File: src/sv/jhsd_pkg.sv
package jhsd_pkg;

  // Controller states.
  typedef enum logic [1:0] {
    ST_IDLE,
    ST_BITS,
    ST_FLUSH
  } jhsd_state_t;

  // What an accepted beat asks of the controller.
  typedef enum logic [1:0] {
    ACT_NONE,
    ACT_BYTE,
    ACT_MARK
  } jhsd_action_t;

  // Input item kinds.
  localparam logic [1:0] KIND_COUNT  = 2'd0;
  localparam logic [1:0] KIND_SYMBOL = 2'd1;
  localparam logic [1:0] KIND_SCAN   = 2'd2;

  // Result status codes.
  localparam logic [1:0] STAT_SYMBOL  = 2'd0;
  localparam logic [1:0] STAT_EOI     = 2'd1;
  localparam logic [1:0] STAT_UNKNOWN = 2'd2;
  localparam logic [1:0] STAT_INVALID = 2'd3;

  // Byte codes seen in the scan.
  localparam logic [7:0] BYTE_FF  = 8'hFF;
  localparam logic [7:0] MARK_EOI = 8'hD9;
  localparam logic [7:0] MARK_DNL = 8'hDC;

  localparam int COUNT_ENTRIES = 16;
  localparam int CODE_W        = 16;
  localparam int TAB_W         = 17;
  localparam int BUILD_CNT_W   = 9;
  localparam int LEN_W         = 5;

  typedef struct packed {
    logic accept;
    logic step;
    logic flush;
  } jhsd_cmd_t;

  typedef struct packed {
    jhsd_action_t action;
    logic         held_valid;
    logic         out_free;
  } jhsd_stat_t;

endpackage

File: src/sv/jpeg_huffman_symbol_decoder.sv
// Sequence: a load beat is only accepted; a scan byte is accepted, then takes eight
// decode steps (one code bit and one length-table compare each) and one flush step.
// A new beat is taken only when the previous one is through; the serial bit decoder
// with its single length-table port stalls while a held result waits on a full output.
// Reset (rst, synchronous, active high) empties the length tables (no codes), clears the
// partial code, the stuffing flag and the output; the symbol table is not cleared.
module jpeg_huffman_symbol_decoder #(
  parameter int MAX_CODE_BITS = 16,
  parameter int SYMBOL_SLOTS  = 256
) (
  input  logic        clk,
  input  logic        rst,
  input  logic        s_tvalid,
  output logic        s_tready,
  input  logic [15:0] s_tdata,   // index [7:0], value [15:8]
  input  logic [1:0]  s_tuser,   // kind [1:0]
  output logic        m_tvalid,
  input  logic        m_tready,
  output logic [7:0]  m_tdata,   // symbol [7:0]
  output logic [1:0]  m_tuser,   // status [1:0]
  output logic        m_tlast
);
  import jhsd_pkg::*;

  // Command and status between the sequencer and the datapath.
  jhsd_cmd_t  cmd;
  jhsd_stat_t stat;

  // The controller accepts a beat only when idle, walks the eight bits of a
  // scan byte and then releases the final held result with its last flag set.
  jhsd_ctrl u_ctrl (
    .clk      (clk),
    .rst      (rst),
    .s_tvalid (s_tvalid),
    .s_tready (s_tready),
    .stat     (stat),
    .cmd      (cmd)
  );

  // The datapath holds the length tables, the symbol memory, the partial code
  // and a one-result holding stage, so that the last result of a byte can be
  // marked before it is sent.
  jhsd_dp #(
    .MAX_CODE_BITS (MAX_CODE_BITS),
    .SYMBOL_SLOTS  (SYMBOL_SLOTS)
  ) u_dp (
    .clk      (clk),
    .rst      (rst),
    .cmd      (cmd),
    .s_tdata  (s_tdata),
    .s_tuser  (s_tuser),
    .stat     (stat),
    .m_tvalid (m_tvalid),
    .m_tready (m_tready),
    .m_tdata  (m_tdata),
    .m_tuser  (m_tuser),
    .m_tlast  (m_tlast)
  );

endmodule

File: src/sv/jhsd_ctrl.sv
module jhsd_ctrl (
  input  logic               clk,
  input  logic               rst,
  input  logic               s_tvalid,
  output logic               s_tready,
  input  jhsd_pkg::jhsd_stat_t stat,
  output jhsd_pkg::jhsd_cmd_t  cmd
);
  import jhsd_pkg::*;

  jhsd_state_t state;
  jhsd_state_t state_next;
  logic [2:0]  bit_cnt;
  logic        step_ok;

  // A bit may be decoded unless a finished result is held and the output is full.
  assign step_ok = !(stat.held_valid && !stat.out_free);

  always_ff @(posedge clk) begin
    if (rst) begin
      state   <= ST_IDLE;
      bit_cnt <= 3'd0;
    end else begin
      state <= state_next;
      if (cmd.accept) begin
        bit_cnt <= 3'd0;
      end else if (cmd.step) begin
        bit_cnt <= bit_cnt + 3'd1;
      end
    end
  end

  always_comb begin
    state_next = state;
    unique case (state)
      ST_IDLE: begin
        if (s_tvalid) begin
          if (stat.action == ACT_BYTE) begin
            state_next = ST_BITS;
          end else if (stat.action == ACT_MARK) begin
            state_next = ST_FLUSH;
          end
        end
      end
      ST_BITS: begin
        if (step_ok && bit_cnt == 3'd7) begin
          state_next = ST_FLUSH;
        end
      end
      ST_FLUSH: begin
        if (!stat.held_valid || stat.out_free) begin
          state_next = ST_IDLE;
        end
      end
      default: state_next = ST_IDLE;
    endcase
  end

  always_comb begin
    s_tready   = 1'b0;
    cmd.accept = 1'b0;
    cmd.step   = 1'b0;
    cmd.flush  = 1'b0;
    unique case (state)
      ST_IDLE: begin
        s_tready   = 1'b1;
        cmd.accept = s_tvalid;
      end
      ST_BITS: begin
        cmd.step = step_ok;
      end
      ST_FLUSH: begin
        cmd.flush = stat.held_valid && stat.out_free;
      end
      default: begin
        s_tready = 1'b0;
      end
    endcase
  end

endmodule

File: src/sv/jhsd_dp.sv
module jhsd_dp #(
  parameter int MAX_CODE_BITS = 16,
  parameter int SYMBOL_SLOTS  = 256
) (
  input  logic                clk,
  input  logic                rst,
  input  jhsd_pkg::jhsd_cmd_t cmd,
  input  logic [15:0]         s_tdata,
  input  logic [1:0]          s_tuser,
  output jhsd_pkg::jhsd_stat_t stat,
  output logic                m_tvalid,
  input  logic                m_tready,
  output logic [7:0]          m_tdata,
  output logic [1:0]          m_tuser,
  output logic                m_tlast
);
  import jhsd_pkg::*;

  localparam int AW = (SYMBOL_SLOTS > 1) ? $clog2(SYMBOL_SLOTS) : 1;

  // Length tables, one entry per code length.
  logic [TAB_W-1:0] max_code [COUNT_ENTRIES];
  logic [TAB_W-1:0] offset   [COUNT_ENTRIES];
  logic [7:0]       sym_mem  [SYMBOL_SLOTS];

  logic [TAB_W-1:0]       build_code;
  logic [BUILD_CNT_W-1:0] build_count;
  logic [CODE_W-1:0]      code_accum;
  logic [LEN_W-1:0]       code_length;
  logic                   pending_ff;
  logic [7:0]             shift;
  logic                   held_valid;
  logic [1:0]             held_status;
  logic [7:0]             sym_rd;

  logic [1:0] kind;
  logic [7:0] idx;
  logic [7:0] val;

  logic [TAB_W-1:0]       base_code;
  logic [BUILD_CNT_W-1:0] base_count;
  logic [TAB_W-1:0]       li_ext;

  logic [CODE_W-1:0] new_accum;
  logic [LEN_W-1:0]  new_len;
  logic [TAB_W-1:0]  cur_max;
  logic [TAB_W-1:0]  slot;
  logic              code_match;
  logic              slot_ok;
  logic              bit_res;
  logic [1:0]        bit_status;
  logic              out_free;

  assign kind = s_tuser;
  assign idx  = s_tdata[7:0];
  assign val  = s_tdata[15:8];

  assign out_free = !m_tvalid || m_tready;

  always_comb begin
    stat.action     = ACT_NONE;
    stat.held_valid = held_valid;
    stat.out_free   = out_free;
    if (kind == KIND_SCAN) begin
      if (pending_ff) begin
        if (val == 8'h00) begin
          stat.action = ACT_BYTE;
        end else if (val != BYTE_FF && val != MARK_DNL) begin
          stat.action = ACT_MARK;
        end
      end else if (val != BYTE_FF) begin
        stat.action = ACT_BYTE;
      end
    end
  end

  // Count load arithmetic.
  assign base_code  = (idx == 8'd0) ? '0 : build_code;
  assign base_count = (idx == 8'd0) ? '0 : build_count;
  assign li_ext     = {{(TAB_W-8){1'b0}}, val};

  // One bit of decoding against the table entry for the current length.
  assign new_accum  = {code_accum[CODE_W-2:0], shift[7]};
  assign new_len    = code_length + LEN_W'(1);
  assign cur_max    = max_code[code_length[3:0]];
  assign code_match = !cur_max[TAB_W-1] && ({1'b0, new_accum} <= cur_max);
  assign slot       = {1'b0, new_accum} + offset[code_length[3:0]];
  assign slot_ok    = slot < TAB_W'(SYMBOL_SLOTS);
  assign bit_res    = code_match || (new_len >= LEN_W'(MAX_CODE_BITS));
  assign bit_status = (code_match && slot_ok) ? STAT_SYMBOL : STAT_INVALID;

  always_ff @(posedge clk) begin
    if (cmd.accept && kind == KIND_SYMBOL &&
        {1'b0, idx} < (BUILD_CNT_W)'(SYMBOL_SLOTS)) begin
      sym_mem[idx[AW-1:0]] <= val;
    end
    if (cmd.step && bit_res && code_match && slot_ok) begin
      sym_rd <= sym_mem[slot[AW-1:0]];
    end
  end

  always_ff @(posedge clk) begin
    if (rst) begin
      for (int i = 0; i < COUNT_ENTRIES; i++) begin
        max_code[i] <= '1;
        offset[i]   <= '0;
      end
      build_code  <= '0;
      build_count <= '0;
      code_accum  <= '0;
      code_length <= '0;
      pending_ff  <= 1'b0;
      held_valid  <= 1'b0;
      m_tvalid    <= 1'b0;
    end else begin
      if (cmd.accept) begin
        if (kind == KIND_COUNT && idx < 8'(COUNT_ENTRIES)) begin
          if (val != 8'd0) begin
            offset[idx[3:0]]   <= TAB_W'(base_count) - base_code;
            max_code[idx[3:0]] <= base_code + li_ext - TAB_W'(1);
            build_count        <= base_count + BUILD_CNT_W'(val);
            build_code         <= (base_code + li_ext) << 1;
          end else begin
            max_code[idx[3:0]] <= '1;
            build_count        <= base_count;
            build_code         <= base_code << 1;
          end
        end
        if (kind == KIND_SCAN) begin
          pending_ff <= (val == BYTE_FF);
          shift      <= pending_ff ? BYTE_FF : val;
        end
        if (stat.action == ACT_MARK) begin
          held_valid  <= 1'b1;
          held_status <= (val == MARK_EOI) ? STAT_EOI : STAT_UNKNOWN;
          code_accum  <= '0;
          code_length <= '0;
        end
      end

      if (cmd.step) begin
        shift <= {shift[6:0], 1'b0};
        if (bit_res) begin
          code_accum  <= '0;
          code_length <= '0;
          held_valid  <= 1'b1;
          held_status <= bit_status;
        end else begin
          code_accum  <= new_accum;
          code_length <= new_len;
        end
      end

      // Output register: the held result moves out on flush (last of the
      // byte) or when a newer result displaces it (not last).
      if (cmd.flush) begin
        m_tvalid   <= 1'b1;
        m_tuser    <= held_status;
        m_tdata    <= (held_status == STAT_SYMBOL) ? sym_rd : 8'd0;
        m_tlast    <= 1'b1;
        held_valid <= 1'b0;
      end else if (cmd.step && bit_res && held_valid) begin
        m_tvalid <= 1'b1;
        m_tuser  <= held_status;
        m_tdata  <= (held_status == STAT_SYMBOL) ? sym_rd : 8'd0;
        m_tlast  <= 1'b0;
      end else if (m_tready) begin
        m_tvalid <= 1'b0;
      end
    end
  end

endmodule
File: config.mk
export PLATFORM = sky130hd
export DESIGN_NAME = jpeg_huffman_symbol_decoder
export DESIGN_NICKNAME = d
export VERILOG_FILES = /design/src/sv/jhsd_pkg.sv /design/src/sv/jpeg_huffman_symbol_decoder.sv /design/src/sv/jhsd_ctrl.sv /design/src/sv/jhsd_dp.sv
export SDC_FILE = /design/constraint.sdc
export NUM_CORES = 2
export LEC_CHECK = 0
export BUFFER_PORTS_ARGS = -buffer_cell sky130_fd_sc_hd__buf_4
export CORE_ASPECT_RATIO = 0.7
export CORE_UTILIZATION = 50
export CTS_BUF_LIST = sky130_fd_sc_hd__clkbuf_8
export DETAILED_ROUTE_END_ITERATION = 10
export PLACE_DENSITY = 0.61
export SLEW_MARGIN = 15
export SYNTH_ARGS = -nofsm -noshare
export SYNTH_HDL_FRONTEND = slang
export SYNTH_SLANG_ARGS = --single-unit
File: constraint.sdc
create_clock -name clk -period 17.8 [get_ports clk]
set_input_delay 0.89 -clock clk [delete_from_list [all_inputs] [get_ports clk]]
set_output_delay 0.89 -clock clk [all_outputs]
set_load 0.02 [all_outputs]
Yosys cells after proc, flatten, opt, wreduce, memory -nomap -nowiden
Memory sizes are Yosys's and may differ from the RTL's. A register that Yosys moved wholly into a read port is not among the register bits.
Index checks and enable logic that the tools add are counted.
{"block": "totals", "out_inout_bits": 13, "mem_bits_rw": 2592, "memories": 3, "rom_bits": 0, "latch_bits": 0, "register_bits": 75, "input_bits": 22}
{"name": "u_dp.sym_mem", "words": 256, "width": 8, "rd": 1, "rd_ports_with_merged_regs": 1, "wr": 1, "line": "jhsd_dp.sv:24", "source": "logic [7:0] sym_mem [SYMBOL_SLOTS];"}
{"name": "u_dp.max_code", "words": 16, "width": 17, "rd": 1, "rd_ports_with_merged_regs": 1, "wr": 16, "line": "jhsd_dp.sv:22", "source": "logic [TAB_W-1:0] max_code [COUNT_ENTRIES];"}
{"name": "u_dp.offset", "words": 16, "width": 17, "rd": 1, "rd_ports_with_merged_regs": 1, "wr": 16, "line": "jhsd_dp.sv:23", "source": "logic [TAB_W-1:0] offset [COUNT_ENTRIES];"}
{"block": "op_classes", "n_reduce_logical": 41, "order_cmp": 4, "mux": 75, "bitwise": 2, "n_div": 0, "n_addsub": 7, "eq_ne": 15, "multipliers": 0, "shifts": 0}
{"cell": "$mux W17", "count": 5}
{"cell": "$mux W15", "count": 4}
{"cell": "$mux W8", "count": 7}
{"cell": "$mux W2", "count": 17}
{"cell": "$reduce_or A17 Y1", "count": 2}
{"cell": "$mux W1", "count": 29}
{"cell": "$mux W4", "count": 6}
{"cell": "$mux W5", "count": 4}
{"cell": "$mux W9", "count": 2}
{"cell": "$add A16 B17 Y17", "count": 1}
{"cell": "$add A17 B8 Y17", "count": 1}
{"cell": "$le A16 B17 Y1", "count": 1}
{"cell": "$lt A17 B9 Y1 const B", "count": 1}
{"cell": "$sub A17 B1 Y17 const B", "count": 1}
{"cell": "$sub A9 B17 Y17", "count": 1}
{"cell": "$eq A8 B8 Y1 const B", "count": 2}
{"cell": "$logic_not A8 Y1", "count": 2}
{"cell": "$ne A8 B8 Y1 const B", "count": 2}
{"cell": "$logic_and A1 B1 Y1", "count": 12}
{"cell": "$add A9 B8 Y9", "count": 1}
{"cell": "$lt A8 B5 Y1 const B", "count": 1}
{"cell": "$reduce_and A2 Y1", "count": 4}
{"cell": "$reduce_bool A2 Y1", "count": 4}
{"cell": "$reduce_bool A8 Y1", "count": 1}
{"cell": "19 further kinds", "count": 33}

Longest topological paths before layout
{"block": "depth", "depth_word": 12, "ltp_mapped": 20, "ltp_nobuf": 16}

Hierarchy
Synthesis repeated with hierarchy kept, for this count alone.
{"block": "unflattened", "cells_unflattened": 5651, "area_unflattened_um2": 109097.1}
{"module": "jhsd_dp", "cells_each": 5615, "instances": 1, "area_each_um2": 108791.8}
{"module": "jhsd_ctrl", "cells_each": 36, "instances": 1, "area_each_um2": 305.3}

Worst setup path before layout
Ideal clock, no wire load.
{"block": "synth_timing", "path_type": "register -> register", "startpoint": "register (tool-made name)", "endpoint": "register u_dp.sym_rd[0] (read register of u_dp.sym_mem) (data pin)", "path_stages_with_launch": 19, "setup_slack_ps": 12182, "setup_time_ps": 260, "synth_period_minus_slack_ps": 5618, "arrival_ps": 5358, "t_required_ps": 17540, "n_path_buf": 8, "cell_sequence": "dfxtp_1 > buf_6 > buf_1 > buf_1 > mux4_2 > mux4_2 > ha_1 > inv_1 > fa_1 > clkbuf_1 > clkbuf_1 > buf_2 > clkbuf_1 > clkbuf_1 > mux4_2 > a2111oi_0 > a31oi_1 > nand4_1 > nand3_1"}
{"element": "end: declaration", "line": "jhsd_dp.sv:34", "source": "logic [7:0] sym_rd;"}

==> impl_metrics.py <==
metrics = {
    "grt": {
        "groute.usage.overall_pct": 28.2,
        "grt_max_degree": 207,
        "grt_pass1_vias": 57000,
        "grt_overflow": 0,
        "grt_pass1_wl_um": 435000,
        "antenna_found_initial": 30,
    },
    "critical_path": {
        "cp_cell_sequence": "buf_4, mux4_2, mux4_2, ha_1, a21oi_2, xor2_4, buf_4, buf_4, buf_4, mux2i_1, mux4_2, o22ai_1, mux2i_1, nand3_1",
        "worst_path_max_delay_cell": "mux2i_1",
        "critical_path_buf_inv_count": 4,
        "cp-end-kind": "flop",
        "cp-endpoint": "u_dp.sym_rd[0]$_DFFE_PP_",
        "r2r-end": "u_dp.sym_rd[0]$_DFFE_PP_",
        "critPathRequiredTime_ns": 18.50,
        "critical_path_class": "flop to flop",
        "crit_family": "buffers and inverters",
        "crit_fanout": 42,
        "cp.depth": 14,
        "start_kind": "flop",
        "rr_worst_depth": 14,
        "rrSetupSlack_ns": 9.62,
        "cpMostUsedCell": "buf_4",
        "cp.arrival_ns": 8.89,
        "slowest_delay_ns": 0.99,
    },
    "floorplanning": {
        "initial_utilization_pct": 50.6,
        "fp.dieW_um": 560,
        "core_um2": 215000,
        "placementRows": 142,
        "io_pins": 35,
        "dieArea_um2": 220000,
        "chipHeight_um": 392,
    },
    "yosys": {
        "syn_inst": 5913,
        "synth_fp_nets": 5998,
        "netlist.top_cell.by_area": "edfxtp_1",
        "yosys_warnings": 0,
        "synth_flop_cell": "edfxtp_1",
        "yosys-top-cells-count": "edfxtp_1, mux4_2, nor2_1",
        "yosysSeqAreaShare_pct": 73.3,
        "avgSynthCellArea_um2": 18.4,
        "synth_top_cell_area_share_pct": 72.3,
        "synth_area_leaders": "edfxtp_1, mux4_2, nor2_1, nand2_1, dfxtp_1",
        "ys_types": 73,
        "ys_ff_latch": 2678,
        "synth-async-reset-ratio_pct": 0,
        "synth-edff-count": 2621,
        "yosysMostFrequentCell": "edfxtp_1",
        "syn-cell-area_um2": 109000,
    },
    "timing": {
        "fin_setup_tns_ns": 0,
        "rsz0062_at_grt": "false",
        "tightest_slew_ns": 1.34,
        "clock_skew_ns": 0.0956,
        "final_max_slew_viol_count": 0,
        "slew_headroom_pct": 10.3,
        "period_needed_ns": 8.18,
        "period_share_pct": 46.0,
        "holdWs_ns": 0.206,
        "finalSetupViolCount": 0,
        "hold_violations": 0,
        "max_freq_mhz": 122,
    },
    "clock_tree": {
        "path_clk_slew_ns": 0.07,
        "clockBufferDepth": 4,
        "cts_post_setup_buffers_inserted": 0,
        "clock-sinks": 2678,
        "htreeDepth": 5,
        "clock_tree.root_cell": "clkbuf_8",
        "ctsResizeCount": 0,
        "cts_tree": "done",
        "numCtsBuffers": 403,
        "clock_latency_ns": 1.00,
        "ctsHoldBuffers": 0,
    },
    "routing": {
        "drc": 2,
        "routed_via_density": 6.36,
        "drt_iter0_markers": 9276,
        "wl_per_cell_um": 33.2,
        "drt_wl_total_um": 309000,
        "vias": 59300,
        "drtAntennaViolNets": 0,
        "first_pass_iters": 10,
    },
    "final_layout": {
        "syn2layout_area_growth_pct": 10.3,
        "drive_gt1_share_pct": 23.1,
        "fin_nets": 6216,
    },
    "placed_design": {
        "gp_congestion": 0.877,
        "detailed_place_hpwl_um": 191000,
        "port-buffer-count": 34,
    },
    "power_and_ir_drop": {
        "vdd_drop_max_mv": 0.0622,
        "leakage_nw": 37.8,
        "power_density_nw_per_um2": 109,
    },
    "min_path": {
        "hold_class": "input port to flop",
    },
    "run_status": {
        "status": "finished with violations",
        "violations": "DRC",
    },
    "run": {
        "maxCapViolations": 0,
    },
}
sequential cells by signal, indices dropped and copies added (netlist names), named ones only:
| signal | count |
|---|---|
| u_dp.held_status | 2 |
| u_dp.m_tdata | 8 |
| u_dp.code_length | 5 |
| u_dp.sym_mem | 2048 |
| u_dp.pending_ff | 1 |
| u_dp.m_tvalid | 1 |
| u_dp.m_tuser | 2 |
| u_dp.build_count | 9 |
| u_ctrl.state | 2 |
| u_dp.code_accum | 15 |
| u_dp.m_tlast | 1 |
| u_dp.build_code | 16 |
| u_dp.sym_rd | 8 |
| u_dp.offset | 272 |
| u_dp.shift | 8 |
| u_dp.max_code | 272 |
| u_dp.held_valid | 1 |
| u_ctrl.bit_cnt | 3 |
cells in the final DEF, fill, tap and decap left out, types with 41 or more instances in the layout:
cell type / synthesis / final
nand2_1: 591 / 581
ha_1: 59 / 58
mux4_2: 748 / 748
edfxtp_1: 2621 / 2621
buf_4: 8 / 171
inv_1: 61 / 188
nand3_1: 88 / 82
clkinv_1: 0 / 100
dfxtp_1: 57 / 53
mux2i_1: 71 / 70
clkinv_2: 0 / 41
o21ai_0: 61 / 43
clkbuf_8: 0 / 409
a21oi_1: 64 / 63
nor2_1: 705 / 697
power by group:
group	internal, W	switching [W]
Clock	0.00231	0.00240
Combinational	0.000549	0.000894
Sequential	0.00696	0.0000167
worst min-delay path, cell delays in order:
cell and delay [ns]:
buf_4 0.08, nand2b_1 0.11, a21oi_1 0.06
worst min-delay path by stage:
stage,start,to,slack [ns],cells after the start
2_1_floorplan,u_dp.build_code[1]$_SDFFE_PP0P_,u_dp.build_code[1]$_SDFFE_PP0P_,0.43,2
3_3_place_gp,u_dp.build_code[1]$_SDFFE_PP0P_,u_dp.build_code[1]$_SDFFE_PP0P_,0.44,2
3_5_place_dp,u_ctrl.bit_cnt[2]$_SDFFE_PP0P_,u_ctrl.bit_cnt[2]$_SDFFE_PP0P_,0.46,2
4_1_cts,s_tdata[8],u_dp.sym_mem[40][0]$_DFFE_PP_,0.12,1
5_1_grt,s_tdata[8],u_dp.sym_mem[40][0]$_DFFE_PP_,0.17,1
6_report,m_tready,u_dp.m_tvalid$_SDFFE_PP0P_,0.21,3
metal layers:
metal	part of all wire [%]	wire [um]	GRT usage, %	vias to the layer above
met5	0.021	64	0	-
met4	1.9	5730	6.09	10
met3	14	43100	9.83	374
met2	41	126000	37.2	3541
met1	44	135000	44.7	31400
li1	-	-	-	24000
area by class of cell:
type / count / area (um^2)
diodes: 6 / 15.0
clock buffers: 409 / 5630
clock inverters: 299 / 1640
fillers: 16400 / 95000
inverters: 61 / 229
multi-input cells: 2800 / 27600
flip-flops and latches: 2678 / 79900
well taps: 2880 / 3600
repair buffers: 187 / 1560
cells by family (layout without fill, tap and decap cells):
| group | Yosys count | after routing | synth area share (%) |
|---|---|---|---|
| AO/OA/AOI/OAI | 305 | 305 | 1.85 |
| XOR/XNOR | 50 | 50 | 0.416 |
| adder cells (fa/ha/maj) | 63 | 63 | 0.751 |
| buffers and inverters | 435 | 956 | 1.62 |
| flip-flops | 2678 | 2678 | 73.3 |
| multiplexers | 822 | 822 | 16.2 |
| other | 1 | 7 | 0.00344 |
| AND/OR/NAND/NOR | 1559 | 1559 | 5.90 |
stage by stage:
stage	setup WS, ns	total power (W)	instance area [um^2]	instances	util [%]
after floorplan	12.18	0.00795	109000	5913	-
after detailed placement	9.52	0.00853	113000	8605	52.4
after global placement	9.44	0.00853	113000	8604	52.4
after CTS	9.47	0.0132	120000	9313	55.8
final	9.62	0.0131	120000	9320	55.8
after global routing	9.25	0.0135	120000	9317	55.8
(Power assumes the default switching activity.)
